<file path="src/rtl/vdft_pkg.sv">
// shared types, constants and helper functions of the vertex dedup fan triangulator
package vdft_pkg;

  localparam int MAX_VERTICES = 1024;
  localparam int INDEX_BITS   = 16;
  localparam int FIELD_W      = 16;
  localparam int OUT_VIDX_W   = 10;
  localparam int VIDX_W       = $clog2(MAX_VERTICES);
  localparam int COUNT_W      = VIDX_W + 1;
  localparam int SLOTS        = 2 * MAX_VERTICES;
  localparam int SLOT_W       = $clog2(SLOTS);
  localparam int TUPLE_W      = 4 * INDEX_BITS;

  typedef enum logic [1:0] {
    KIND_VERTEX   = 2'd0,
    KIND_TRI      = 2'd1,
    KIND_OVERFLOW = 2'd2
  } kind_t;

  typedef enum logic [1:0] {
    REG_TEXCOORDS = 2'd0,
    REG_NORMALS   = 2'd1,
    REG_COLORS    = 2'd2
  } reg_index_t;

  typedef struct packed {
    logic [INDEX_BITS-1:0] pos;
    logic [INDEX_BITS-1:0] tex;
    logic [INDEX_BITS-1:0] nrm;
    logic [INDEX_BITS-1:0] col;
  } tuple_t;

  // one queued vertex, already hashed by the front
  typedef struct packed {
    logic              face_start;
    tuple_t            tup;
    logic [SLOT_W-1:0] hash;
  } item_t;

  // one hash table slot
  typedef struct packed {
    logic              valid;
    tuple_t            tup;
    logic [VIDX_W-1:0] vidx;
  } entry_t;

  typedef struct packed {
    kind_t                 kind;
    logic                  last;
    logic [OUT_VIDX_W-1:0] new_vidx;
    logic [FIELD_W-1:0]    pos;
    logic [FIELD_W-1:0]    tex;
    logic [FIELD_W-1:0]    nrm;
    logic [FIELD_W-1:0]    col;
    logic [2:0]            dmask;
    logic [OUT_VIDX_W-1:0] tri_first;
    logic [OUT_VIDX_W-1:0] tri_second;
    logic [OUT_VIDX_W-1:0] tri_third;
  } result_t;

  typedef struct packed {
    logic               clearing;
    logic [COUNT_W-1:0] count;
  } status_t;

  // port field to internal index width
  function automatic logic [INDEX_BITS-1:0] to_tidx(input logic [FIELD_W-1:0] v);
    logic [63:0] w;
    w = {48'b0, v};
    return w[INDEX_BITS-1:0];
  endfunction

  // internal index to port field width
  function automatic logic [FIELD_W-1:0] to_field(input logic [INDEX_BITS-1:0] v);
    logic [63:0] w;
    w = 64'(v);
    return w[FIELD_W-1:0];
  endfunction

  // vertex index to output index width
  function automatic logic [OUT_VIDX_W-1:0] to_ovidx(input logic [VIDX_W-1:0] v);
    logic [63:0] w;
    w = 64'(v);
    return w[OUT_VIDX_W-1:0];
  endfunction

  // xor fold of the tuple into a slot address, fields rotated apart
  function automatic logic [SLOT_W-1:0] hash_fn(input tuple_t t);
    logic [SLOT_W-1:0] h;
    logic [TUPLE_W-1:0] v;
    h = '0;
    v = {t.pos, t.tex, t.nrm, t.col};
    for (int b = 0; b < TUPLE_W; b++) begin
      h[(b + 3 * (b / INDEX_BITS)) % SLOT_W] ^= v[b];
    end
    return h;
  endfunction

endpackage

</file>
<file path="src/rtl/vdft_front.sv">
// front part: accepts vertices, hashes the tuple and queues the transaction
module vdft_front (
  input  logic                    clk,
  input  logic                    rst,
  input  logic                    in_valid,
  output logic                    in_stall,
  input  logic                    face_start,
  input  logic [15:0]             position_index,
  input  logic [15:0]             texture_index,
  input  logic [15:0]             normal_index,
  input  logic [15:0]             color_index,
  output logic                    q_valid,
  output vdft_pkg::item_t         q_item,
  input  logic                    q_pop
);
  import vdft_pkg::*;

  item_t      slots [2];
  logic       wr_ptr;
  logic       rd_ptr;
  logic [1:0] fill;
  item_t      incoming;
  logic       push;

  // pack and hash the incoming vertex
  always_comb begin
    incoming.face_start = face_start;
    incoming.tup.pos    = to_tidx(position_index);
    incoming.tup.tex    = to_tidx(texture_index);
    incoming.tup.nrm    = to_tidx(normal_index);
    incoming.tup.col    = to_tidx(color_index);
    incoming.hash       = hash_fn(incoming.tup);
  end

  assign in_stall = (fill == 2'd2);
  assign push     = in_valid && !in_stall;
  assign q_valid  = (fill != 2'd0);
  assign q_item   = slots[rd_ptr];

  // two entry queue
  always_ff @(posedge clk) begin
    if (rst) begin
      wr_ptr <= 1'b0;
      rd_ptr <= 1'b0;
      fill   <= 2'd0;
    end else begin
      if (push) begin
        slots[wr_ptr] <= incoming;
        wr_ptr        <= ~wr_ptr;
      end
      if (q_pop) begin
        rd_ptr <= ~rd_ptr;
      end
      fill <= fill + 2'(push) - 2'(q_pop);
    end
  end

endmodule

</file>
<file path="config.mk">
export PLATFORM = sky130hd
export DESIGN_NAME = vdft_front
export DESIGN_NICKNAME = d
export VERILOG_FILES = /design/src/rtl/vdft_pkg.sv /design/src/rtl/vdft_front.sv
export SDC_FILE = /design/constraint.sdc
export NUM_CORES = 1
export LEC_CHECK = 0
export BUFFER_PORTS_ARGS = -buffer_cell sky130_fd_sc_hd__buf_4
export CAP_MARGIN = 20
export CORE_UTILIZATION = 48
export DETAILED_ROUTE_END_ITERATION = 16
export PLACE_DENSITY_LB_ADDON = 0.12
export SYNTH_ARGS = -nofsm -noshare
export SYNTH_HDL_FRONTEND = slang
export SYNTH_SLANG_ARGS = --single-unit
</file>
<file path="constraint.sdc">
create_clock -name clk -period 7.29 [get_ports clk]
set_input_delay 1.458 -clock clk [delete_from_list [all_inputs] [get_ports clk]]
set_output_delay 1.458 -clock clk [all_outputs]
set_load 0.02 [all_outputs]
</file>
# --- Word level (Yosys, flattened, before mapping) ---
# Memory sizes are Yosys's and may differ from the RTL's. A register that Yosys moved wholly into a read port is not among the register bits.
# Index checks and enable logic that the tools add are counted.
word_totals:
  ff_bits: 4
  n_memories: 1
  out_inout_bits: 78
  word_cells: 70
  ram_bits: 152
  in_bits: 69
op_classes:
  bitwise: 55
  eq_ne: 1
  n_addsub: 2
  mux: 5
  n_reduce_logical: 3
memory_table:
  columns: ["memory", "depth", "word_bits", "rd", "rd_ports_with_merged_regs", "wr", "line_no", "source"]
  rows:
  - ["slots", 2, 76, 1, 1, 1, "vdft_front.sv:18", "item_t slots [2];"]
ops:
  columns: ["cell", "n"]
  rows:
  - ["1-bit XOR", 53]
  - ["1-bit two-way mux", 5]
  - ["2-bit by 1-bit adder with 2-bit output", 1]
  - ["2-bit equality test, second input constant", 1]
  - ["1-bit NOT", 2]
  - ["2-bit nonzero test", 1]
  - ["2-bit by 1-bit subtractor with 2-bit output", 1]
  - ["1-bit logical AND", 1]
  - ["1-bit zero test", 1]

# --- Logic depth before layout (Yosys ltp) ---
# Gate-level depths: netlist (run 1).
logic_depth:
  ltp_word: 6
  mapped_depth: 8
  ltp_nobuf: 8

# --- Least setup slack after synthesis (run 1) ---
# OpenSTA, ideal clock, no wires.
synth_timing:
  kind: "in2reg"
  startpoint: "input port in_valid"
  endpoint: "memory slots[1][0] in the netlist's numbering, enable pin"
  stages: 2
  path_slack_ns: -0.414
  required_ns: 6.669
  arrival_time_ns: 7.084
  setup_ns: 0.621
  path_cell_list: "nand2b_1 nor3b_1"
synth_between:
  elab_chain_cells: 4
synth_lines:
  columns: ["element", "line_no", "source"]
  rows:
  - ["start, declared", "vdft_front.sv:5", "input logic in_valid,"]
  - ["1-bit logical AND", "vdft_front.sv:36", "assign push = in_valid && !in_stall;"]
  - ["1-bit two-way mux", "vdft_front.sv:47", "if (push) begin"]
  - ["1-bit two-way mux", "vdft_front.sv:42", "if (rst) begin"]
  - ["1-bit two-way mux (implied by the code)", "vdft_front.sv:48", "slots[wr_ptr] <= incoming;"]
  - ["end, declared", "vdft_front.sv:18", null]
# Every way passes these cells.

==> flow_summary_export.csv, run 1 <==
group,metric,value,unit
outcome,run_status,"completed",
place,port_buffers,146,
floorplanning,design.core.area,12700,um^2
global_routing,antenna_found_initial,0,
place,place.gp.congestion,0.721,
sta,post-route-min-period,3820,ps
critical_path,r2r-start,"fill[1]$_SDFF_PP0_",
logic_synthesis,ys_warn_count,0,
logic_synthesis,syn_avg_cell_area,20.2,um^2
layout,drive_gt1_share,52.5,%
global_routing,use_met2,27.7,%
global_routing,grt_pass1_vias,3168,
clock_tree,clock-sinks,157,
logic_synthesis,ys_seq_area_share,73.7,%
power_and_ir_drop,ir_drop,0.174,mV
clock_tree,cts_made_buffers,17,
sta,setup_viol,0,
power_and_ir_drop,p_leak,3.05,nW
logic_synthesis,synth_cell_types,20,
detailed_routing,drt_iter0_drc,141,
flow_run,cap_violations,0,
floorplanning,die_x,117,um
logic_synthesis,syn-num-nets,384,
global_routing,globalRoute.busiestLayer,"met2",
detailed_routing,postRouteAntennaNets,0,
sta,slew_headroom,27.2,%
detailed_routing,vias,3143,
clock_tree,clkTransAtPathRegs,50,ps
floorplanning,initial_core_util,49.7,%
critical_path,cp.required,5830,ps
clock_tree,root_buffer,"clkbuf_16",
place,post_dp_cell_area,7620,um^2
power_and_ir_drop,total_power,0.00234,W
logic_synthesis,synthCells,313,
critical_path,critPathLaunchType,"flip-flop",
power_and_ir_drop,power_density,286,nW/um^2
floorplanning,pin_count,147,
detailed_routing,wl_per_cell,16.5,um
sta,skew,3.96,ps
clock_tree,h-tree-depth,4,
layout,final_area,8150,um^2
detailed_routing,vias_per_cell,4.79,
global_routing,grt_usage,16.5,%
sta,fin_tns_setup,0,ps
detailed_routing,dr.pass1.iters,4,
floorplanning,fp.dieArea,13600,um^2
global_routing,grt_pass1_wl,15900,um
clock_tree,cts.path.max_buffers,2,
logic_synthesis,ys_ff_latch,157,
sta,fin_hold_ws,516,ps
global_routing,use_met3,6.80,%
clock_tree,cts_setup_buffers,0,
clock_tree,ctsHoldBuffers,0,
layout,area_growth,28.9,%
detailed_routing,drc,0,
logic_synthesis,syn_area,6330,um^2
floorplanning,rows,41,
sta,slew_violations,0,
sta,fmax,262,MHz
layout,layout.nets,544,
sta,hold_viol_final,0,
layout,antenna_cells,0,
clock_tree,clkLatencyLatePin,410,ps
sta,fin_crit_sh,52.4,%
clock_tree,cts_tree,"done",
detailed_routing,wl,10800,um
global_routing,grt_max_degree,77,
layout,final_util,64.1,%
critical_path,endpoint_kind,"primary output",
floorplanning,die_h,117,um
hold_path,hp-class,"flip-flop to flip-flop",
sta,worst_pin_slew,1090,ps
hold_path,min-delay-start,"rd_ptr$_SDFFE_PP0P_",
global_routing,globalRoute.totalOverflow,0,
sta,rsz0062_at_grt,"no",
critical_path,cp.arrival,2360,ps
critical_path,critical_path_class,"flip-flop to primary output",
critical_path,critPathMaxFanout,66,
global_routing,use_met1,19.3,%
place,dp_hpwl,6810,um
clock_tree,cts_resized,0,
[worst paths after layout]
| path | end | slack [ps] | cells after the start |
|---|---|---|---|
| max | q_item[0] | 3470 | 3 |
| min | rd_ptr$_SDFFE_PP0P_ | 520 | 2 |
| max reg2reg | slots[1][2]$_DFFE_PP_ | 5120 | 4 |
| min reg2reg | rd_ptr$_SDFFE_PP0P_ | 520 | 2 |
[kinds of logic after synthesis]
family	Yosys count	share of synthesized area (%)
adder cells (fa/ha/maj)	2	0.396
AO/OA/AOI/OAI	2	0.158
flip-flops	157	73.7
buffers and inverters	10	1.19
XOR/XNOR	56	7.75
multiplexers	76	15.9
AND/OR/NAND/NOR	10	0.870
[where the power goes]
part           switching (W)  internal [W]
clock               0.000309      0.000490
combinational       0.000220      0.000208
sequential         0.0000223       0.00109
[routing by layer]
| metal | share of wire [%] | wire length (um) |
|---|---|---|
| met1 | 42 | 4570 |
| met2 | 50 | 5430 |
| met3 | 6.2 | 671 |
| met4 | 1.1 | 124 |
| met5 | 0 | 0 |
[cell usage after synthesis, drive strengths merged]
library cell  number  share of area [%]
a21oi              1              0.079
buf                8                1.1
dfxtp              5                1.6
edfxtp           152                 72
ha                 2               0.40
inv                2               0.12
mux2              76                 16
nand2b             1              0.099
nor2               3               0.18
nor2b              2               0.20
nor3               1              0.079
nor3b              1               0.12
o21ai              1              0.079
or2                1              0.099
or3                1              0.099
xnor2             46                6.4
xor2              10                1.4
[critical path: stages (launching register included)]
cell	delay, ps
dfxtp_4	450
buf_4	820
mux2_2	420
buf_4	160
[sequential cells by signal, indices dropped and copies added (netlist names), named ones only]
register / count
rd_ptr: 1
fill: 2
wr_ptr: 1
slots: 152
[cell type report]
type | count | area (um^2)
clock buffers | 18 | 429
clock inverters | 12 | 105
fillers | 984 | 4570
inverters | 2 | 7.51
multi-input cells | 146 | 1610
flip-flops and latches | 157 | 4670
well taps | 172 | 215
repair buffers | 149 | 1120
[stage by stage]
stage | setup WS (ps) | cells
floorplan | 2270 | 313
global placement | 3880 | 626
detailed placement | 3880 | 626
CTS | 3420 | 656
global route | 3350 | 656
finish | 3470 | 656
[cell usage in the layout, fill, tap and decap left out]
cell type	count
a21oi_1	1
buf_4	149
bufinv_16	2
clkbuf_1	1
clkbuf_16	17
clkinv_1	4
clkinv_2	6
dfxtp_1	4
dfxtp_4	1
edfxtp_1	152
ha_1	2
inv_1	2
mux2_2	36
mux2_4	40
nand2b_1	1
nor2_1	3
nor2b_1	2
nor3_4	1
nor3b_4	1
o21ai_0	1
or2_2	1
or3_1	1
xnor2_1	46
xor2_1	10
(Power assumes the default switching activity.)
==> inputs of run 2 (changes only) <==
Clock period 7.29 ns to 3.2 ns, I/O delays scaled along.
==> run 2 against run 1 <==
Compared with the run above: flip-flop and latch count unchanged; power is 140% higher; critical path depth unchanged; utilization is 0.87 points higher.
==> flow_summary_export.csv, run 2 (same netlist as run 1, synthesis figures left out) <==
group,metric,value,unit
critical_path,cp.arrival,1940,ps
global_routing,grt_pass1_vias,3212,
sta,slew_violations,0,
layout,largest_reg_flops,152,
hold_path,hp-class,"primary input to flip-flop",
outcome,run_status,"completed",
sta,setup_viol,0,
critical_path,critical_path_class,"flip-flop to primary output",
power_and_ir_drop,p_leak,3.10,nW
sta,rsz0062_at_grt,"no",
clock_tree,cts.path.max_buffers,2,
floorplanning,rows,41,
layout,top_register,"slots",
clock_tree,root_buffer,"clkbuf_16",
layout,area_growth,30.6,%
place,port_buffers,146,
floorplanning,die_x,117,um
flow_run,cap_violations,0,
clock_tree,clock-sinks,157,
layout,stdcell_count,659,
layout,drive_gt1_share,52.8,%
layout,reg_top3,"slots x152, fill x2",
sta,fmax,387,MHz
sta,fin_crit_sh,80.7,%
layout,fillers,951,
global_routing,globalRoute.totalOverflow,0,
clock_tree,cts_setup_buffers,0,
layout,final_cell_mix,"152 x edfxtp_1, 149 x buf_4, 46 x xnor2_1",
layout,regArea,4670,um^2
global_routing,antenna_found_initial,0,
critical_path,endpoint_kind,"primary output",
detailed_routing,dr.pass1.iters,4,
global_routing,grt_max_degree,57,
critical_path,timing.reg2reg.setup_slack,1330,ps
global_routing,grt_pass1_wl,16000,um
clock_tree,cts_resized,0,
global_routing,grt_usage,16.5,%
clock_tree,clkLatencyLatePin,410,ps
layout,layout_commonest_cell,"edfxtp_1",
clock_tree,h-tree-depth,4,
detailed_routing,postRouteAntennaNets,0,
place,pre_cts_ws,1030,ps
critical_path,critPathMaxFanout,37,
floorplanning,design.core.area,12700,um^2
sta,slew_headroom,69.1,%
clock_tree,cts_made_buffers,17,
clock_tree,ctsHoldBuffers,0,
detailed_routing,wl_per_cell,16.2,um
place,dp_hpwl,7060,um
sta,worst_pin_slew,463,ps
clock_tree,clkTransAtPathRegs,60,ps
detailed_routing,drt_iter0_drc,133,
sta,fin_ws,616,ps
floorplanning,initial_core_util,49.7,%
floorplanning,die_h,117,um
detailed_routing,drc,0,
floorplanning,pin_count,147,
place,dp_cells,629,
power_and_ir_drop,ir_drop,0.421,mV
power_and_ir_drop,total_power,0.00551,W
floorplanning,fp.dieArea,13600,um^2
power_and_ir_drop,power_density,667,nW/um^2
detailed_routing,vias_per_cell,4.83,
critical_path,critPathLaunchType,"flip-flop",
layout,multi_input_area,1610,um^2
sta,skew,6.31,ps
layout,layout.nets,547,
detailed_routing,wl,10700,um
critical_path,cp.required,2560,ps
layout,antenna_cells,0,
detailed_routing,vias,3183,
clock_tree,cts_tree,"done",
sta,hold_viol_final,0,
sta,fin_tns_setup,0,ps
place,place.gp.congestion,0.719,
sta,post-route-min-period,2580,ps
==> run 2: changes by cell type in the layout (fill, tap and decap cells not counted) <==
cell       delta
clkbuf_1      +2
bufinv_16     +2
clkinv_1      -2
buf_12        +3
clkinv_2      -2
==> run 2: worst paths after layout <==
check,cells past startpoint,end,from
hold reg to reg,2,rd_ptr$_SDFFE_PP0P_,rd_ptr$_SDFFE_PP0P_
setup / recovery,3,q_item[1],flip-flop
setup reg to reg,8,fill[1]$_SDFF_PP0_,fill[1]$_SDFF_PP0_
hold / removal,1,slots[1][75]$_DFFE_PP_,face_start
==> run 2: final cells by class <==
cell class / count / share of cell area [%]
Sequential cell: 157 / 56.5
Clock buffer: 20 / 5.28
Tap cell: 172 / 2.60
Multi-Input combinational cell: 146 / 19.5
Clock inverter: 10 / 1.79
Inverter: 2 / 0.0909
Timing Repair Buffer: 152 / 14.3
==> run 2: through the flow <==
step / util [%] / hold slack (ps) / area, um^2
finish: 64.9 / 411 / 8260
global route: 64.9 / 393 / 8260
CTS: 64.9 / 392 / 8260
detailed placement: 60.4 / 510 / 7680
global placement: 60.4 / 500 / 7680
floorplan: - / 480 / 6350
==> run 2: critical path, cell delays in order, from the launching register on <==
cell and delay (ps):
dfxtp_4 640, buf_12 310, mux2_2 370, buf_4 160
==> run 2: metal layers <==
layer	share of wire (%)	global-route usage, %	up-vias
met4	1.9	7.85	0
met5	0	0	-
met1	39	18.4	1548
met3	8.3	6.64	16
met2	51	27.6	106
li1	-	-	1513
==> run 2: power by group <==
part | leakage, nW | total [W] | switching (W) | internal (W)
Combinational | 1.38 | 0.000983 | 0.000497 | 0.000486
Clock | 0.288 | 0.00200 | 0.000720 | 0.00128
Sequential | 1.43 | 0.00253 | 0.0000593 | 0.00247
==> inputs of run 3 (changes only) <==
Clock period 3.2 ns to 2.09 ns, I/O delays scaled along.
==> run 3 against run 2 <==
Compared with the run above: combinational power increased by 61%; critical path depth unchanged; global-route usage increased by 0.34 points; first-iteration DRC count unchanged; cell area increased by 0.94%; worst setup slack got worse by 530 ps; utilization increased by 0.61 points; critical path type unchanged; largest cell class unchanged.
==> flow_summary_export.csv, run 3 (same netlist as run 1, synthesis figures left out) <==
group,metric,value,unit
sta,slew_headroom,80.8,%
critical_path,timing.reg2reg.setup_slack,500,ps
global_routing,grt_usage,16.8,%
critical_path,cp.arrival,1580,ps
sta,post-route-min-period,2000,ps
clock_tree,cts_made_buffers,17,
floorplanning,rows,41,
floorplanning,die_x,117,um
sta,rsz0062_at_grt,"no",
place,dp_hpwl,7260,um
hold_path,hp-class,"primary input to flip-flop",
clock_tree,cts.path.max_buffers,2,
layout,area_growth,31.8,%
place,place.gp.congestion,0.705,
hold_path,hold_depth,1,
place,dp_cells,630,
floorplanning,initial_core_util,49.7,%
sta,fmax,500,MHz
global_routing,grt_pass1_wl,16300,um
layout,antenna_cells,0,
critical_path,endpoint_kind,"primary output",
power_and_ir_drop,power_density,1000,nW/um^2
sta,fin_crit_sh,95.7,%
global_routing,globalRoute.totalOverflow,0,
floorplanning,design.core.area,12700,um^2
clock_tree,h-tree-depth,4,
power_and_ir_drop,p_leak,3.13,nW
global_routing,grt_max_degree,44,
detailed_routing,postRouteAntennaNets,0,
detailed_routing,vias,3196,
layout,layout_commonest_cell,"edfxtp_1",
layout,regArea,4670,um^2
floorplanning,fp.dieArea,13600,um^2
critical_path,r2r-end,"fill[1]$_SDFF_PP0_",
clock_tree,clkLatencyLatePin,410,ps
layout,fillers,934,
critical_path,critPathMaxFanout,24,
floorplanning,pin_count,147,
detailed_routing,dr.pass1.iters,4,
layout,reg_top3,"slots x152, fill x2",
layout,layout.nets,551,
clock_tree,cts_tree,"done",
floorplanning,die_h,117,um
critical_path,critical_path_class,"flip-flop to primary output",
layout,final_cell_mix,"152 x edfxtp_1, 149 x buf_4, 46 x xnor2_1",
clock_tree,root_buffer,"clkbuf_16",
detailed_routing,drt_iter0_drc,133,
critical_path,r2r_cells,8,
clock_tree,ctsHoldBuffers,0,
clock_tree,cts_resized,0,
critical_path,cp.required,1670,ps
critical_path,r2r-start,"fill[1]$_SDFF_PP0_",
detailed_routing,vias_per_cell,4.81,
detailed_routing,drc,0,
layout,drive_gt1_share,53.3,%
sta,setup_viol,0,
place,pre_cts_ws,389,ps
critical_path,critPathLaunchType,"flip-flop",
global_routing,antenna_found_initial,0,
place,port_buffers,146,
global_routing,grt_pass1_vias,3283,
power_and_ir_drop,ir_drop,0.736,mV
sta,slew_violations,0,
clock_tree,clock-sinks,157,
outcome,run_status,"completed",
layout,multi_input_area,1620,um^2
layout,stdcell_count,665,
layout,largest_reg_flops,152,
detailed_routing,wl_per_cell,16.2,um
detailed_routing,wl,10800,um
layout,top_register,"slots",
sta,skew,3.28,ps
clock_tree,clkTransAtPathRegs,60,ps
hold_path,whs_endpoint,"slots[0][75]$_DFFE_PP_",
hold_path,min-delay-start,"face_start",
flow_run,cap_violations,0,
sta,worst_pin_slew,287,ps
sta,fin_ws,89.4,ps
sta,hold_viol_final,0,
[run 3: cell type report]
cell class                 count  area share, %
sequential                   157           56.0
clock inverter                10           1.46
tap                          172           2.58
clock buffer                  22           5.33
inverter                       2         0.0900
timing repair buffer         156           15.1
multi-input combinational    146           19.5
[run 3: worst max-delay path: stages, from the launching register on]
cell,delay (ps)
dfxtp_4,410
buf_12,210
mux2_2,370
buf_4,160
[run 3: per-layer routing]
layer | part of all wire, % | wire (um) | vias up | GRT usage (%)
met5 | 0 | 0 | - | 0
met4 | 1.6 | 168 | 0 | 7.85
met3 | 6.9 | 739 | 11 | 5.05
met2 | 49 | 5330 | 109 | 27.5
met1 | 42 | 4540 | 1554 | 20.6
li1 | - | - | 1522 | -
[run 3: per-stage QoR]
stage	total power (W)	setup TNS [ps]	hold slack, ps	area, um^2	util, %
CTS	0.00845	0	180	8340	65.6
floorplan	0.00489	-130120	480	6360	-
detailed placement	0.00551	0	523	7750	60.9
finish	0.00837	0	197	8340	65.6
global route	0.00870	0	180	8340	65.6
global placement	0.00548	0	499	7750	60.9
[run 3: timing repair]
item | in CTS | in global routing
hold endpoints to repair | 0 | 0
buffers inserted | 3 | 0
setup endpoints to repair | 47 | 0
[run 3: power breakdown]
part | total, W | internal [W] | switching (W)
Combinational | 0.00158 | 0.000789 | 0.000789
Clock | 0.00293 | 0.00186 | 0.00108
Sequential | 0.00386 | 0.00378 | 0.0000777
Total | 0.00837 | 0.00643 | 0.00194
[run 3: worst max-delay path by stage]
| stage | startpoint | to | slack, ps | cells after the start |
|---|---|---|---|---|
| global route | flip-flop | q_item[28] | 20 | 3 |
| floorplan | fill[1]$_SDFF_PP0_ | slots[1][0]$_DFFE_PP_ | -940 | 3 |
| detailed placement | flip-flop | q_item[28] | 390 | 3 |
| finish | flip-flop | q_item[28] | 90 | 3 |
| CTS | flip-flop | q_item[28] | 60 | 3 |
| global placement | flip-flop | q_item[32] | 400 | 3 |
